--- src/sv/rgbk_pkg.sv ---
package rgbk_pkg;

	localparam int MAX_WIDTH_DEF = 1024;
	localparam int PIX_W = 8;
	localparam int COL_W = 10;
	localparam int ROW_W = 12;
	localparam int MODE_W = 2;
	localparam int IMGW_W = 11;
	localparam int IMGH_W = 13;
	localparam int CFG_IDX_W = 2;
	localparam int CFG_DATA_W = 13;
	localparam int MIN_DIM = 3;
	localparam int HEIGHT_MAX = 4096;
	localparam int BLUR_MUL = 7209;
	localparam int QUEUE_DEPTH = 4;
	localparam int QPTR_W = $clog2(QUEUE_DEPTH);
	localparam int QCNT_W = $clog2(QUEUE_DEPTH + 1);

	localparam logic [MODE_W-1:0] MODE_EDGE = 2'd0;
	localparam logic [MODE_W-1:0] MODE_BLUR = 2'd1;
	localparam logic [MODE_W-1:0] MODE_SHARPEN = 2'd2;

	localparam logic [CFG_IDX_W-1:0] REG_FILTER_MODE = 2'd0;
	localparam logic [CFG_IDX_W-1:0] REG_IMAGE_WIDTH = 2'd1;
	localparam logic [CFG_IDX_W-1:0] REG_IMAGE_HEIGHT = 2'd2;

	localparam logic [MODE_W-1:0] MODE_RESET = MODE_EDGE;
	localparam logic [IMGW_W-1:0] WIDTH_RESET = 11'd1024;
	localparam logic [IMGH_W-1:0] HEIGHT_RESET = 13'd1024;

	typedef struct packed {
		logic [PIX_W-1:0] blue;
		logic [PIX_W-1:0] green;
		logic [PIX_W-1:0] red;
	} pixel_t;

	typedef struct packed {
		pixel_t [8:0] win;
		logic [COL_W-1:0] column;
		logic [ROW_W-1:0] row;
		logic last;
	} item_t;

	typedef struct packed {
		logic empty;
		logic [QCNT_W-1:0] count;
	} qstat_t;

endpackage

--- src/sv/rgbk_queue.sv ---
module rgbk_queue (
	input  logic              clk,
	input  logic              arst_n,
	input  logic              wr_en,
	input  rgbk_pkg::item_t   wr_item,
	input  logic              rd_en,
	output rgbk_pkg::item_t   rd_item,
	output rgbk_pkg::qstat_t  q_stat
);

	localparam int PW = rgbk_pkg::QPTR_W;
	localparam int NW = rgbk_pkg::QCNT_W;

	rgbk_pkg::item_t mem_q [rgbk_pkg::QUEUE_DEPTH];
	logic [PW-1:0]   wr_ptr_q;
	logic [PW-1:0]   rd_ptr_q;
	logic [NW-1:0]   count_q;
	logic            do_wr;
	logic            do_rd;

	assign do_wr = wr_en && (count_q != NW'(rgbk_pkg::QUEUE_DEPTH));
	assign do_rd = rd_en && (count_q != '0);

	always_ff @(posedge clk) begin
		if (do_wr) begin
			mem_q[wr_ptr_q] <= wr_item;
		end
	end

	always_ff @(posedge clk or negedge arst_n) begin
		if (!arst_n) begin
			wr_ptr_q <= '0;
			rd_ptr_q <= '0;
			count_q <= '0;
		end else begin
			if (do_wr) begin
				wr_ptr_q <= (wr_ptr_q == PW'(rgbk_pkg::QUEUE_DEPTH - 1)) ? '0 : wr_ptr_q + PW'(1);
			end
			if (do_rd) begin
				rd_ptr_q <= (rd_ptr_q == PW'(rgbk_pkg::QUEUE_DEPTH - 1)) ? '0 : rd_ptr_q + PW'(1);
			end
			if (do_wr && !do_rd) begin
				count_q <= count_q + NW'(1);
			end else if (do_rd && !do_wr) begin
				count_q <= count_q - NW'(1);
			end
		end
	end

	assign rd_item = mem_q[rd_ptr_q];
	assign q_stat.empty = (count_q == '0);
	assign q_stat.count = count_q;

endmodule

--- config.mk ---
export PLATFORM = sky130hd
export DESIGN_NAME = rgbk_queue
export DESIGN_NICKNAME = d
export VERILOG_FILES = /design/src/sv/rgbk_pkg.sv /design/src/sv/rgbk_queue.sv
export SDC_FILE = /design/constraint.sdc
export NUM_CORES = 1
export LEC_CHECK = 0
export ABC_AREA = 0
export BUFFER_PORTS_ARGS = -buffer_cell sky130_fd_sc_hd__buf_4
export CAP_MARGIN = 10
export CELL_PAD_IN_SITES_DETAIL_PLACEMENT = 1
export CELL_PAD_IN_SITES_GLOBAL_PLACEMENT = 1
export CORE_MARGIN = 8
export CORE_UTILIZATION = 57
export CTS_BUF_LIST = sky130_fd_sc_hd__clkbuf_8
export DETAILED_ROUTE_END_ITERATION = 6
export PLACE_DENSITY_LB_ADDON = 0.15
export SLEW_MARGIN = 20
export SYNTH_ARGS = -nofsm -noshare
export SYNTH_HDL_FRONTEND = slang
export SYNTH_SLANG_ARGS = --single-unit
--- constraint.sdc ---
create_clock -name clk -period 27.5 [get_ports clk]
set_input_delay 1.375 -clock clk [delete_from_list [all_inputs] [get_ports clk]]
set_output_delay 1.375 -clock clk [all_outputs]
set_load 0.005 [all_outputs]
==> flow_summary.json <==
{
  "status": "completed",
  "root_buffer": "clkbuf_8",
  "rsz0062_at_grt": "no",
  "core_mm2": 0.0605,
  "synth_xor_area_frac": 0.000753,
  "critPathBufInv": 3,
  "nNetsFinal": 2139,
  "drive_gt1_frac": 0.462,
  "synth_compound_area_frac": 0.000788,
  "netlist-cell-type-count": 20,
  "cp_common_cell": "buf_4",
  "skew_ns": 0.0266,
  "drtIter0Drc": 955,
  "synth_area_leaders": "edfxtp_1 82%, mux4_2 15%, buf_6 0.71%, dfrtp_1 0.50%, buf_2 0.37%",
  "synth_top_family_by_area": "multiplexers",
  "clkLatencyLatePin_ns": 0.76,
  "grtUsageTotal": 0.232,
  "chipHeight_um": 263,
  "multi_input_area_mm2": 0.00564,
  "max-cap-violations": 0,
  "synth-simple-area-share": 0.00125,
  "p_leak_uw": 0.0144,
  "path_class": "flop to output port",
  "synthMuxAreaShare": 0.155,
  "synth_seq_area_share": 0.827,
  "hold_class": "input pin to asynchronous set/reset pin",
  "crit_chain": "buf_4 > buf_4 > mux4_2 > buf_4",
  "relSlewSlack": 0.241,
  "critPathRequiredTime_ns": 26.12,
  "grt_max_degree": 164,
  "hold_viol_final": 0,
  "viasPerCell": 5.75,
  "cts_resized": 0,
  "place.gp.congestion": 0.777,
  "r2r-start": "count_q[0]",
  "post_drt_wl_per_cell_um": 28.7,
  "tightest_slew_ns": 1.14,
  "avgSynthCellArea_um2": 27.1,
  "yosysWarnings": 0,
  "cts_buffer_depth": 3,
  "dr.pass1.iters": 5,
  "cts_sinks": 963,
  "clock.fmax_mhz": 182,
  "yosys.area.top_type": "edfxtp_1",
  "seq_area_mm2": 0.0289,
  "synth_area_mm2": 0.0349,
  "power_density_mw_per_mm2": 106,
  "die_x_um": 263,
  "io_pins": 486,
  "dp_hpwl_um": 51500,
  "finalCriticalPeriod_ns": 5.48,
  "cp_max_fo": 67,
  "fp.dieArea_mm2": 0.0694,
  "cts_setup_buffers": 0,
  "n_fill_cell": 4698,
  "crit_family": "buffers and inverters",
  "cts_buffers": 152,
  "peakVddDrop_mv": 0.0899,
  "clk_pin_slew_ns": 0.06,
  "synthCells": 1286,
  "cts_tree": "yes",
  "synthAdderAreaFrac": 0.00272,
  "cp_slowest_stage_delay_ns": 0.99,
  "grt_pass1_wl_um": 119000,
  "htree_levels": 4,
  "gr-total-overflow": 0,
  "io_buffers": 485,
  "start_kind": "flop",
  "routed_wl_um": 80400,
  "synth_top_cell_area_share": 0.822,
  "setup_viol": 0,
  "area_growth_pct": 20.4,
  "worstPathArrival_ns": 4.11,
  "fp-row-count": 90,
  "synth_seq_cells": 963,
  "holdBufCountCts": 0,
  "post-route-period-util": 0.199,
  "crit_start": "rd_ptr_q[1]",
  "start_util": 0.577,
  "vias": 16100,
  "drc_errors": 0,
  "end_kind": "output port",
  "setup_tns_ns": 0,
  "ant_nets": 0,
  "drv_slew": 0,
  "antenna_found_initial": 18,
  "cp_slowest_cell": "dfrtp_4",
  "finalPower_uw": 4460,
  "grt_pass1_vias": 17900,
  "syn-num-nets": 1536
}
[per-stage QoR]
stage	instance area (um^2)	setup WS (ns)	utilization	hold slack, ns	cells
final	42000	22.02	0.695	0.422	2802
after detailed placement	39300	22.73	0.650	0.559	2517
after CTS	42000	21.87	0.695	0.335	2788
after global routing	42000	21.78	0.695	0.365	2794
after global placement	39300	22.68	0.650	0.561	2517
after floorplan	34900	13.68	-	0.534	1286
[per-layer routing]
metal,vias to the layer above,global-route usage,share of wire
met3,114,0.0915,0.091
met2,579,0.390,0.52
met1,8540,0.274,0.36
met5,-,0,0.00086
li1,6859,-,-
met4,12,0.0779,0.023
[placed cells by master, fill, tap and decap left out]
| master | count |
|---|---|
| ha_1 | 6 |
| clkinv_1 | 47 |
| buf_12 | 3 |
| mux2_2 | 4 |
| buf_4 | 500 |
| mux4_2 | 239 |
| edfxtp_1 | 956 |
| dfrtp_4 | 2 |
| clkinv_2 | 8 |
| and2_4 | 3 |
| inv_1 | 52 |
| inv_6 | 5 |
| clkbuf_8 | 162 |
| dfrtp_1 | 5 |
| nand2_1 | 1 |
| nor2_1 | 3 |
| o31ai_1 | 1 |
| fa_1 | 1 |
| diode_2 | 14 |
| nor3_1 | 2 |
| xor2_1 | 2 |
| a21oi_4 | 1 |
| xnor2_1 | 1 |
| a21o_1 | 1 |
| a21boi_1 | 1 |
[where the power goes]
part           leakage, uW  switching [uW]  internal [uW]
Sequential         0.00884             101           1940
Combinational      0.00404             665            683
Clock              0.00155             526            541
[state kept, by name, summed over array words and instances (netlist names)]
signal	count
count_q	3
rd_ptr_q	2
mem_q	956
wr_ptr_q	2
[path summary, 6_finish.rpt]
check / endpoint / slack (ns) / depth (start not counted)
hold reg to reg: wr_ptr_q[1] / 0.57 / 1
min in group clk: wr_ptr_q[1] / 0.57 / 1
setup reg to reg: mem_q[2][95] / 23.79 / 5
setup / recovery: rd_item[73] / 22.02 / 4
hold / removal: count_q[0] / 0.42 / 1
max in group asynchronous: rd_ptr_q[1] / 26.91 / 1
[kinds of logic (layout without fill, tap and decap cells)]
family          count (synthesis)  count (layout)
xor+xnor                        3               3
buf+inv                        57             777
flops                         963             963
mux                           243             243
simple gates                    9               9
other cells                     0              14
fa+ha+maj                       7               7
compound gates                  4               4
[cells in the mapped netlist]
cell	n
ha_1	6
and2_1	3
buf_6	22
nor2_1	3
a21boi_1	1
o31ai_1	1
xnor2_1	1
nand2_1	1
xor2_1	2
buf_2	26
nor3_1	2
edfxtp_1	956
a21oi_1	1
mux4_2	239
inv_1	3
a21o_1	1
dfrtp_1	7
clkbuf_1	6
mux2_2	4
fa_1	1
[final cells by class]
class	count	share of cell area
timing repair buffer	503	0.0907
clock inverter	109	0.0106
antenna	14	0.000833
sequential	963	0.687
inverter	3	0.000268
clock buffer	162	0.0530
multi-input combinational	266	0.134
tap	782	0.0233
(Power assumes the default switching activity.)
