<file path="config.mk">
export PLATFORM = sky130hd
export DESIGN_NAME = rgbk_back
export DESIGN_NICKNAME = d
export VERILOG_FILES = /design/src/sv/rgbk_pkg.sv /design/src/sv/rgbk_back.sv
export SDC_FILE = /design/constraint.sdc
export NUM_CORES = 1
export LEC_CHECK = 0
export ABC_AREA = 1
export BUFFER_PORTS_ARGS = -buffer_cell sky130_fd_sc_hd__buf_4
export CAP_MARGIN = 20
export CORE_ASPECT_RATIO = 0.9
export CORE_MARGIN = 1.5
export CORE_UTILIZATION = 30
export DETAILED_ROUTE_END_ITERATION = 16
export GPL_ROUTABILITY_DRIVEN = 0
export GPL_TIMING_DRIVEN = 0
export PLACE_DENSITY = 0.45
export SYNTH_ARGS = -nofsm -noshare
export SYNTH_HDL_FRONTEND = slang
export SYNTH_SLANG_ARGS = --single-unit
</file>
<file path="constraint.sdc">
create_clock -name clk -period 12.1 [get_ports clk]
set_clock_uncertainty 0.15 [all_clocks]
set_input_delay 0.605 -clock clk [delete_from_list [all_inputs] [get_ports clk]]
set_output_delay 0.605 -clock clk [all_outputs]
set_load 0.03 [all_outputs]
</file>
<file path="src/sv/rgbk_pkg.sv">
package rgbk_pkg;

	localparam int MAX_WIDTH_DEF = 1024;
	localparam int PIX_W = 8;
	localparam int COL_W = 10;
	localparam int ROW_W = 12;
	localparam int MODE_W = 2;
	localparam int IMGW_W = 11;
	localparam int IMGH_W = 13;
	localparam int CFG_IDX_W = 2;
	localparam int CFG_DATA_W = 13;
	localparam int MIN_DIM = 3;
	localparam int HEIGHT_MAX = 4096;
	localparam int BLUR_MUL = 7209;
	localparam int QUEUE_DEPTH = 4;
	localparam int QPTR_W = $clog2(QUEUE_DEPTH);
	localparam int QCNT_W = $clog2(QUEUE_DEPTH + 1);

	localparam logic [MODE_W-1:0] MODE_EDGE = 2'd0;
	localparam logic [MODE_W-1:0] MODE_BLUR = 2'd1;
	localparam logic [MODE_W-1:0] MODE_SHARPEN = 2'd2;

	localparam logic [CFG_IDX_W-1:0] REG_FILTER_MODE = 2'd0;
	localparam logic [CFG_IDX_W-1:0] REG_IMAGE_WIDTH = 2'd1;
	localparam logic [CFG_IDX_W-1:0] REG_IMAGE_HEIGHT = 2'd2;

	localparam logic [MODE_W-1:0] MODE_RESET = MODE_EDGE;
	localparam logic [IMGW_W-1:0] WIDTH_RESET = 11'd1024;
	localparam logic [IMGH_W-1:0] HEIGHT_RESET = 13'd1024;

	typedef struct packed {
		logic [PIX_W-1:0] blue;
		logic [PIX_W-1:0] green;
		logic [PIX_W-1:0] red;
	} pixel_t;

	typedef struct packed {
		pixel_t [8:0] win;
		logic [COL_W-1:0] column;
		logic [ROW_W-1:0] row;
		logic last;
	} item_t;

	typedef struct packed {
		logic empty;
		logic [QCNT_W-1:0] count;
	} qstat_t;

endpackage

</file>
<file path="src/sv/rgbk_back.sv">
module rgbk_back (
	input  logic                          clk,
	input  logic                          arst_n,
	input  logic [rgbk_pkg::MODE_W-1:0]   filter_mode,
	input  rgbk_pkg::qstat_t              q_stat,
	input  rgbk_pkg::item_t               q_item,
	output logic                          q_pop,
	input  logic                          pop,
	output logic                          empty,
	output logic [rgbk_pkg::PIX_W-1:0]    out_red,
	output logic [rgbk_pkg::PIX_W-1:0]    out_green,
	output logic [rgbk_pkg::PIX_W-1:0]    out_blue,
	output logic [rgbk_pkg::COL_W-1:0]    out_column,
	output logic [rgbk_pkg::ROW_W-1:0]    out_row,
	output logic                          frame_last
);

	function automatic logic [7:0] px_chan(rgbk_pkg::pixel_t p, int c);
		logic [7:0] v;
		case (c)
			0: v = p.red;
			1: v = p.green;
			default: v = p.blue;
		endcase
		return v;
	endfunction

	function automatic logic [7:0] kernel_apply(logic [1:0] mode, logic [7:0] centre,
		logic [9:0] cross_sum, logic [9:0] corner, logic [11:0] total);
		logic [12:0] acc;
		logic [24:0] prod;
		logic [7:0]  res;
		acc = '0;
		prod = 25'(total) * 25'(rgbk_pkg::BLUR_MUL);
		case (mode)
			rgbk_pkg::MODE_EDGE: acc = {2'b0, centre, 3'b0} - {3'b0, cross_sum} - {3'b0, corner};
			rgbk_pkg::MODE_SHARPEN: acc = {3'b0, centre, 2'b0} + {5'b0, centre} - {3'b0, cross_sum};
			default: acc = '0;
		endcase
		if (acc[12]) begin
			res = '0;
		end else if (acc[11:0] >= 12'd255) begin
			res = 8'd255;
		end else begin
			res = acc[7:0];
		end
		if (mode == rgbk_pkg::MODE_BLUR) begin
			res = prod[23:16];
		end
		return res;
	endfunction

	logic en;

	logic                        v_s1;
	logic [7:0]                  centre_s1 [3];
	logic [9:0]                  cross_s1 [3];
	logic [9:0]                  corner_s1 [3];
	logic [11:0]                 total_s1 [3];
	logic [rgbk_pkg::COL_W-1:0]  column_s1;
	logic [rgbk_pkg::ROW_W-1:0]  row_s1;
	logic                        last_s1;

	logic                        v_s2;
	logic [7:0]                  chan_s2 [3];
	logic [rgbk_pkg::COL_W-1:0]  column_s2;
	logic [rgbk_pkg::ROW_W-1:0]  row_s2;
	logic                        last_s2;

	logic [9:0]  cross_c [3];
	logic [9:0]  corner_c [3];

	assign en = !v_s2 || pop;
	assign q_pop = en && !q_stat.empty;

	always_comb begin
		for (int c = 0; c < 3; c++) begin
			cross_c[c] = 10'(px_chan(q_item.win[1], c)) + 10'(px_chan(q_item.win[3], c)) +
				10'(px_chan(q_item.win[5], c)) + 10'(px_chan(q_item.win[7], c));
			corner_c[c] = 10'(px_chan(q_item.win[0], c)) + 10'(px_chan(q_item.win[2], c)) +
				10'(px_chan(q_item.win[6], c)) + 10'(px_chan(q_item.win[8], c));
		end
	end

	always_ff @(posedge clk or negedge arst_n) begin
		if (!arst_n) begin
			v_s1 <= 1'b0;
			v_s2 <= 1'b0;
		end else if (en) begin
			v_s1 <= !q_stat.empty;
			v_s2 <= v_s1;
		end
	end

	always_ff @(posedge clk) begin
		if (en) begin
			for (int c = 0; c < 3; c++) begin
				centre_s1[c] <= px_chan(q_item.win[4], c);
				cross_s1[c] <= cross_c[c];
				corner_s1[c] <= corner_c[c];
				total_s1[c] <= 12'(px_chan(q_item.win[4], c)) + 12'(cross_c[c]) +
					12'(corner_c[c]);
				chan_s2[c] <= kernel_apply(filter_mode, centre_s1[c], cross_s1[c],
					corner_s1[c], total_s1[c]);
			end
			column_s1 <= q_item.column;
			row_s1 <= q_item.row;
			last_s1 <= q_item.last;
			column_s2 <= column_s1;
			row_s2 <= row_s1;
			last_s2 <= last_s1;
		end
	end

	assign empty = !v_s2;
	assign out_red = chan_s2[0];
	assign out_green = chan_s2[1];
	assign out_blue = chan_s2[2];
	assign out_column = column_s2;
	assign out_row = row_s2;
	assign frame_last = last_s2;

endmodule

</file>
==> summary.md <==
| Metric | Value |
|---|---|
| Status | complete, no violations |
| Die area | 83,600 µm² |
| Asr flop ratio synth | 0.0104 |
| CTS buffer count | 17 |
| Residual DRC count | 0 |
| Crit end category | register |
| Detailed Route Iter0 Violations | 899 |
| Max-slew violations | 0 |
| Synthesized instance count | about 2,800 |
| Final setup viols | 0 |
| Synthesized area | about 25,000 µm² |
| P&R area growth vs syn | 17.3% |
| CP cell instances | buf_4 > inv_1 > fa_1 > fa_1 > inv_1 > ha_1 > fa_1 > xor2_1 > inv_1 > fa_1 > inv_1 > ha_1 > nand2_1 > o21ai_0 > a21o_1 > a21oi_1 > nor2_1 > o21ai_0 > nand2_1 > nand2_1 > a21boi_0 |
| Hold Path Class | in2reg |
| Number of flops mapped to enable cells by yosys | 190 |
| TritonCTS clock tree | done |
| Final ANT Viol Nets | 0 |
| Crit path max fanout | 4 |
| Worst-margin pin slew | 809 ps |
| Post CTS Setup Buffer Count | 0 |
| DR WL/cell | 14.0 µm |
| Post-synthesis register bit count | roughly 190 |
| Via density | 4.46 |
| Final hold violation count | 0 |
| Port-buffer cells | 293 |
| Pre-Repair DR Iteration Count | 5 |
| Syn nets | 3,684 |
| Total core area | 81,100 µm² |
| Critical path class | in2reg |
| RSZ-0062 raised after global routing | false |
| Grt ovf | 0 |
| Top-Level Pins | around 300 |
| Synth area leaders | edfxtp_1, ha_1, fa_1, inv_1, nand2_1 |
| Count of different cell masters after synthesis | 43 |
| Initial antenna violation count | 1 |
| Routed WL | approximately 58 mm |
| Max Cap Viol | 0 |
| Clock Tree Buf Depth | 2 |
| Cell depth of the worst flop-to-flop path | 19 |
| Slew margin rel. | 0.460 |
| Fin crit period | 4960 ps |
| Clk sink count | 192 |
| ANT cells | 0 |
| Achievable Freq | between 0.2 and 0.25 GHz |
| Die Height | roughly 270 µm |
| Main synth FF type | edfxtp_1 |
| Synth area leader | edfxtp_1 |
| Sequential area share after synthesis | 0.234 |
| Vias | 18,500 |
| Syn avg cell area | 8.86 µm² |
| Commonest non-fill, non-tap cell in the layout | inv_1 |
| Clock-pin slew on the worst setup and hold paths | 100 ps |
| Commonest cells after routing, fill and taps aside | inv_1, nand2_1, ha_1 |
| Period utilisation layout | 0.410 |
| Site row count | 99 |
| Setup_tns | 0 ps |
| Yosys warnings | 0 |
| Top-area cell type share of the netlist area | 0.232 |
| Crit path required time | between 10,000 and 15,000 ps |
| Hpwl dp | 51.1 mm |
| Share of post-route cells with drive strength above 1 | 0.112 |
| Clock Latency Late Sink | 500 ps |
| Final #Nets | 3,998 |
| CP max stage cell | fa_1 |
| Vias in the first global route | about 19,000 |
| Crit start category | primary input |
| Hold_ws | between 100 and 150 ps |
| GRT Resource Usage Total | 0.141 |
| Die W | 305 µm |
| H-Tree Depth | 4 |
| CP arrival | 5040 ps |
| First-pass GRT wire length | 95.0 mm |
| Cells on Worst Hold Path | 1 |
| Worst path max stage delay | 500 ps |
| CTS root buf | clkbuf_16 |
| Starting density of the core | 0.303 |
| Finished Core Util | 0.355 |
| Largest net degree at the start of global routing | 100 |
registers in the layout (all words and copies together) (netlist names), 10 cells and up:
| signal | flops |
|---|---|
| centre_s1 | 24 |
| cross_s1 | 30 |
| row_s1 | 12 |
| out_column | 10 |
| chan_s2 | 24 |
| out_row | 12 |
| column_s1 | 10 |
| total_s1 | 36 |
| corner_s1 | 30 |
through the flow:
stage / cells / instance area (µm²) / setup WS, ps
final: 4160 / 28800 / 7140
after global placement: 4126 / 28100 / 5240
after detailed placement: 4127 / 28100 / 6610
after CTS: 4160 / 28800 / 7160
after floorplan: 2773 / 24600 / 7040
after global routing: 4160 / 28800 / 6800
metal layers:
metal  share of wire  GRT usage  wire length, µm  vias to the layer above
met5         0.00029          0               17                        -
met2            0.48      0.243            28100                      263
li1                -          -                -                     9537
met3           0.029     0.0244             1700                       44
met4           0.013     0.0301              745                        2
met1            0.48      0.187            27900                     8690
path summary, 6_finish.rpt:
kind                                 from  slack (ps)               to
setup reg to reg           total_s1[0][6]        7640    chan_s2[0][7]
max in group asynchronous          arst_n       11450             v_s2
min in group asynchronous          arst_n         270             v_s1
setup / recovery               q_item[48]        7140  total_s1[0][11]
hold reg to reg              column_s1[7]         270    out_column[7]
hold / removal                 q_item[11]         120       row_s1[10]
synthesized netlist by cell type (20+ instances only):
| cell | number |
|---|---|
| nor2_1 | 124 |
| nor3_1 | 20 |
| o21bai_1 | 23 |
| nand2_1 | 431 |
| inv_1 | 678 |
| xor2_1 | 79 |
| edfxtp_1 | 190 |
| o21ai_0 | 93 |
| nand3_1 | 140 |
| ha_1 | 429 |
| nand4_1 | 33 |
| a21oi_1 | 176 |
| xnor2_1 | 29 |
| fa_1 | 234 |
cells by family (layout without fill, tap and decap cells):
family | Yosys count | count (layout) | share of synthesized area
simple gates | 768 | 768 | 0.132
fa+ha+maj | 663 | 663 | 0.409
flops | 192 | 192 | 0.234
buf+inv | 688 | 1015 | 0.106
xor+xnor | 108 | 108 | 0.0385
compound gates | 354 | 354 | 0.0802
worst max-delay path: cells and delay by family:
family | cells | cell delay, ps
adders and majority gates | 6 | 2500
xor gates and xnor gates | 1 | 240
AOI/OAI and AO/OA | 5 | 1110
and+or+nand+nor | 4 | 290
buffers and inverters | 5 | 280
timing repair:
action	in CTS	in global routing
hold buffers	1	0
hold endpoints to repair	2	0
resized for setup	0	0
cell type report:
type | count | area [µm²]
fill | 8337 | 52300
multi-input combinational | 1893 | 16200
timing repair buffer | 295 | 2240
tap | 1060 | 1330
inverter | 681 | 2560
clock inverter | 15 | 246
sequential | 192 | 5760
buffer | 7 | 43.8
clock buffer | 17 | 425
Power is left out: the tool's default activity adds up to more than one toggle a clock period on the data nets, which glitch-free logic cannot reach.
